<file path="src/rtl/rb2d_pkg.sv">
// shared types and constants for the 2d rigid body step
`default_nettype none
package rb2d_pkg;
  localparam int unsigned CfgW = 31;
  localparam logic [CfgW-1:0] MassRst = 31'd65536;
  localparam logic [CfgW-1:0] FricRst = 31'd13107200;
  localparam logic [CfgW-1:0] MaxXRst = 31'd13107200;
  localparam logic [CfgW-1:0] MaxYRst = 31'd65536000;

  typedef enum logic [1:0] {
    RegMass = 2'd0,
    RegFric = 2'd1,
    RegMaxX = 2'd2,
    RegMaxY = 2'd3
  } reg_idx_e;

  // datapath operations issued by the controller
  typedef enum logic [3:0] {
    OpNone   = 4'd0,
    OpLoad   = 4'd1,
    OpDivX   = 4'd2,
    OpDivY   = 4'd3,
    OpAcc    = 4'd4,
    OpVel    = 4'd5,
    OpSqX    = 4'd6,
    OpSqY    = 4'd7,
    OpCmp    = 4'd8,
    OpSqrt   = 4'd9,
    OpFricX  = 4'd10,
    OpFricY  = 4'd11,
    OpFinish = 4'd12,
    OpPos    = 4'd13
  } dp_op_e;

  typedef struct packed {
    dp_op_e op;
    logic   last;   // final step of an iterative operation
  } dp_cmd_t;

  typedef struct packed {
    logic zero_vel; // velocity inside the friction circle
  } dp_sts_t;
endpackage
`default_nettype wire

</file>
<file path="src/rtl/rb2d_ctrl.sv">
// sequencer for the step: issues datapath operations and counts iterations
`default_nettype none
module rb2d_ctrl (
  input  wire logic              clk_i,
  input  wire logic              rst_ni,
  input  wire logic              start_i,
  input  wire logic              out_ready_i,
  input  wire rb2d_pkg::dp_sts_t sts_i,
  output rb2d_pkg::dp_cmd_t      cmd_o,
  output logic                   busy_o,
  output logic                   done_o
);
  typedef enum logic [14:0] {
    SIdle  = 15'b000000000000001,
    SLoad  = 15'b000000000000010,
    SDivX  = 15'b000000000000100,
    SDivY  = 15'b000000000001000,
    SAcc   = 15'b000000000010000,
    SVel   = 15'b000000000100000,
    SSqX   = 15'b000000001000000,
    SSqY   = 15'b000000010000000,
    SCmp   = 15'b000000100000000,
    SSqrt  = 15'b000001000000000,
    SFricX = 15'b000010000000000,
    SFricY = 15'b000100000000000,
    SFin   = 15'b001000000000000,
    SPos   = 15'b010000000000000,
    SDone  = 15'b100000000000000
  } state_e;

  localparam logic [5:0] DivLast  = 6'd47;
  localparam logic [5:0] SqrtLast = 6'd31;
  localparam logic [5:0] FricLast = 6'd63;

  state_e state_q, state_d;
  logic [5:0] cnt_q, cnt_d;

  always_comb begin
    state_d = state_q;
    cnt_d = '0;
    cmd_o.op = rb2d_pkg::OpNone;
    cmd_o.last = 1'b0;
    done_o = 1'b0;
    unique case (state_q)
      SIdle: begin
        if (start_i) state_d = SLoad;
      end
      SLoad: begin
        cmd_o.op = rb2d_pkg::OpLoad;
        state_d = SDivX;
      end
      SDivX: begin
        cmd_o.op = rb2d_pkg::OpDivX;
        cnt_d = cnt_q + 6'd1;
        if (cnt_q == DivLast) begin
          cmd_o.last = 1'b1;
          cnt_d = '0;
          state_d = SDivY;
        end
      end
      SDivY: begin
        cmd_o.op = rb2d_pkg::OpDivY;
        cnt_d = cnt_q + 6'd1;
        if (cnt_q == DivLast) begin
          cmd_o.last = 1'b1;
          cnt_d = '0;
          state_d = SAcc;
        end
      end
      SAcc: begin
        cmd_o.op = rb2d_pkg::OpAcc;
        state_d = SVel;
      end
      SVel: begin
        cmd_o.op = rb2d_pkg::OpVel;
        state_d = SSqX;
      end
      SSqX: begin
        cmd_o.op = rb2d_pkg::OpSqX;
        state_d = SSqY;
      end
      SSqY: begin
        cmd_o.op = rb2d_pkg::OpSqY;
        state_d = SCmp;
      end
      SCmp: begin
        cmd_o.op = rb2d_pkg::OpCmp;
        state_d = sts_i.zero_vel ? SFin : SSqrt;
      end
      SSqrt: begin
        cmd_o.op = rb2d_pkg::OpSqrt;
        cnt_d = cnt_q + 6'd1;
        if (cnt_q == SqrtLast) begin
          cmd_o.last = 1'b1;
          cnt_d = '0;
          state_d = SFricX;
        end
      end
      SFricX: begin
        cmd_o.op = rb2d_pkg::OpFricX;
        cnt_d = cnt_q + 6'd1;
        if (cnt_q == FricLast) begin
          cmd_o.last = 1'b1;
          cnt_d = '0;
          state_d = SFricY;
        end
      end
      SFricY: begin
        cmd_o.op = rb2d_pkg::OpFricY;
        cnt_d = cnt_q + 6'd1;
        if (cnt_q == FricLast) begin
          cmd_o.last = 1'b1;
          cnt_d = '0;
          state_d = SFin;
        end
      end
      SFin: begin
        cmd_o.op = rb2d_pkg::OpFinish;
        state_d = SPos;
      end
      SPos: begin
        cmd_o.op = rb2d_pkg::OpPos;
        state_d = SDone;
      end
      SDone: begin
        // wait here while the previous word still sits in the output register
        done_o = out_ready_i;
        if (out_ready_i) state_d = SIdle;
      end
      default: state_d = SIdle;
    endcase
  end

  assign busy_o = (state_q != SIdle);

  always_ff @(posedge clk_i or negedge rst_ni) begin
    if (!rst_ni) begin
      state_q <= SIdle;
      cnt_q <= '0;
    end else begin
      state_q <= state_d;
      cnt_q <= cnt_d;
    end
  end
endmodule
`default_nettype wire

</file>
<file path="config.mk">
export PLATFORM = sky130hd
export DESIGN_NAME = rb2d_ctrl
export DESIGN_NICKNAME = d
export VERILOG_FILES = /design/src/rtl/rb2d_pkg.sv /design/src/rtl/rb2d_ctrl.sv
export SDC_FILE = /design/constraint.sdc
export NUM_CORES = 1
export LEC_CHECK = 0
export ABC_CLOCK_PERIOD_IN_PS = 2600
export BUFFER_PORTS_ARGS = -buffer_cell sky130_fd_sc_hd__buf_2
export CAP_MARGIN = 20
export CORE_MARGIN = 4
export CORE_UTILIZATION = 53
export CTS_CLUSTER_SIZE = 40
export DETAILED_ROUTE_END_ITERATION = 12
export PLACE_DENSITY = 0.84
export SYNTH_ARGS = -nofsm -noshare
export SYNTH_HDL_FRONTEND = slang
export SYNTH_SLANG_ARGS = --single-unit
export TNS_END_PERCENT = 1
</file>
<file path="constraint.sdc">
create_clock -name clk_i -period 2.6 [get_ports clk_i]
set_input_delay 0.52 -clock clk_i [delete_from_list [all_inputs] [get_ports clk_i]]
set_output_delay 0.52 -clock clk_i [all_outputs]
set_load 0.005 [all_outputs]
</file>
==> results.cfg <==
[critical_path]
r2r_slack_ns = 0.27
setup.worst_path.end_class = output port
max_stage_delay_ns = 0.54
path_cells = or4_4 > or4_4 > nor4b_4 > nor3_1 > o41ai_1 > buf_2
r2r-start = state_q[1]
startpoint_type = register
crit_type = reg -> out
cp.arrival_ns = 2.34
slowest_stage = or4_4
cp_max_fo = 2
critPathMostFrequentCell = or4_4
startpoint = state_q[8]
required_ns = 2.08

[clocking]
cts_tree = yes
clock_latency_ns = 0.31
cts_hold_buf = 0
path_clk_slew_ns = 0.12
clock_tree.root_cell = clkbuf_4
cts_inserted_buffers = 3
clk_path_buf_depth = 2
h-tree-depth = 1
cts_sinks = 21

[flow_run]
drv_cap = 0

[synth]
synth_area_leaders = dfrtp_1 36%, nor2_1 5.1%, nor3_1 3.9%
synth_seq_cells = 21
syn_area_mm2 = 0.00140
synth-edff-count = 0
synth.most_common_cell = dfrtp_1
syn-instance-count = 159
ys_warn_count = 0
avgSynthCellArea_um2 = 8.80
ys_async_sr_fraction = 1.00
yosysTopAreaCell = dfrtp_1
ys_seq_area_frac = 0.377
synth_flop_cell = dfrtp_1
synth_top_area_share = 0.358
synth.distinct_cells = 47
syn_nets = 165
synth_commonest_cells = 20 x dfrtp_1, 19 x nor2_1, 11 x nor3_1

[global_routing]
antenna_found_initial = 0
grt_pass1_vias = 1326
gr-usage-all-layers = 0.212
grt_overflow = 0
grt_max_degree = 22
grt_first_pass_wirelength_mm = 5.78

[floorplanning]
io_pins = 12
die_area_mm2 = 0.00353
num_rows = 18
die_x_um = 59.4
die_y_um = 59.4
coreArea_mm2 = 0.00250
start_util = 0.560

[sta]
worstMarginPinSlew_ns = 0.480
hold_viol = 0
drv_slew = 0
setup_violations = 4
period_needed_ns = 2.86
grt_setup_unrepaired = true
finalCritPeriodShare = 1.10
finalSetupTns_ns = -0.663
fmax_mhz = 349
finClkSkew_ns = 0.00479
finalWorstSetupSlack_ns = -0.263
slew_headroom = 0.680

[detailed_routing]
drt-total-wl_mm = 3.44
vias = 1338
drt_iter0_markers = 90
drc = 0
drt-wirelength-per-cell_um = 16.1
ant_nets = 0
drt_pass1_iterations = 4
via_per_inst = 6.28

[place]
pre_cts_slack_ns = 0.0750
place_hpwl_mm = 2.58
place_congestion = 0.947
placed_area_mm2 = 0.00158
port_buffers = 11

[outcome]
status = finished, violations left
violations = setup timing

[layout]
fin_util = 0.659
nFillCells = 201
fin_nets = 190
diodes = 0
drive_gt1_frac = 0.279
areaGrowthSynthToFinish_pct = 17.8
fin_area_mm2 = 0.00165

[min_path]
hp-class = in -> async

[power]
max-vdd-ir-drop_mv = 0.615
pwr_density_cell_mw_per_mm2 = 682
p_leak_nw = 0.719
p_total_w = 0.00112
## cells by family after synthesis
kind of cell	synth area share
AO/OA/AOI/OAI	0.141
XOR/XNOR	0.0626
adder cells (fa/ha/maj)	0.00894
buffers and inverters	0.0635
flip-flops	0.377
multiplexers	0.0313
AND/OR/NAND/NOR	0.316
## through the flow
step	cells	hold slack, ns
finish	213	0.149
global route	213	0.175
CTS	213	0.165
detailed placement	209	0.459
global placement	209	0.445
floorplan	159	0.224
## cell usage in the layout, fill, tap and decap left out, types with 3 or more instances in the layout
master	Yosys	routed
buf_4	1	21
dfrtp_1	20	19
nor2_1	19	18
nor3_1	11	11
buf_2	2	11
nand2_1	10	10
o21ai_0	8	8
nand3_1	6	6
inv_1	6	6
xnor2_1	6	6
nor4_1	7	5
xor2_1	4	4
a211oi_1	3	3
or3_1	3	3
or4_1	3	3
o211ai_1	3	3
nor4b_1	3	3
clkbuf_4	0	3
## worst max-delay path: cells and delay by family (launching register included)
kind | cells | cell delay (ns)
DFF | 1 | 0.40
AOI/OAI and AO/OA | 1 | 0.07
buffers and inverters | 1 | 0.17
and+or+nand+nor | 4 | 1.40
## registers in the layout, summed over array words and instances (netlist names)
signal and cells:
cnt_q 6, state_q 15
## repair_timing
item / CTS / global route
endpoints found under the setup margin: 4 / 6
setup buffers: 0 / 0
gates resized for setup: 6 / 1
pin swaps: 4 / 0
## worst paths after layout
check,to,cells past startpoint
worst min-delay path,state_q[5],1
min in group clk_i,state_q[0],2
worst max-delay path,cmd_o[1],6
worst max register to register,state_q[3],6
max in group asynchronous,state_q[0],1
worst min register to register,cnt_q[0],1
## report_power, final
part           internal [W]  switching, W  total [W]
combinational      0.000259      0.000310   0.000569
sequential         0.000366     0.0000285   0.000395
clock             0.0000574      0.000102   0.000160
## layer usage
layer | wire length, µm | vias to the layer above | global-route usage
met5 | 0 | - | 0
met4 | 109 | 0 | 0.100
met3 | 168 | 15 | 0.0305
met2 | 1690 | 49 | 0.367
met1 | 1470 | 634 | 0.257
li1 | - | 640 | -
## cell type report
cell class	count	area, µm²	area share
inverter	6	22.5	0.0137
timing repair buffer	32	213	0.129
tap	30	37.5	0.0228
multi-input combinational	120	820	0.497
clock inverter	1	5.00	0.00304
clock buffer	3	22.5	0.0137
sequential	21	528	0.320
(Power assumes the default switching activity.)
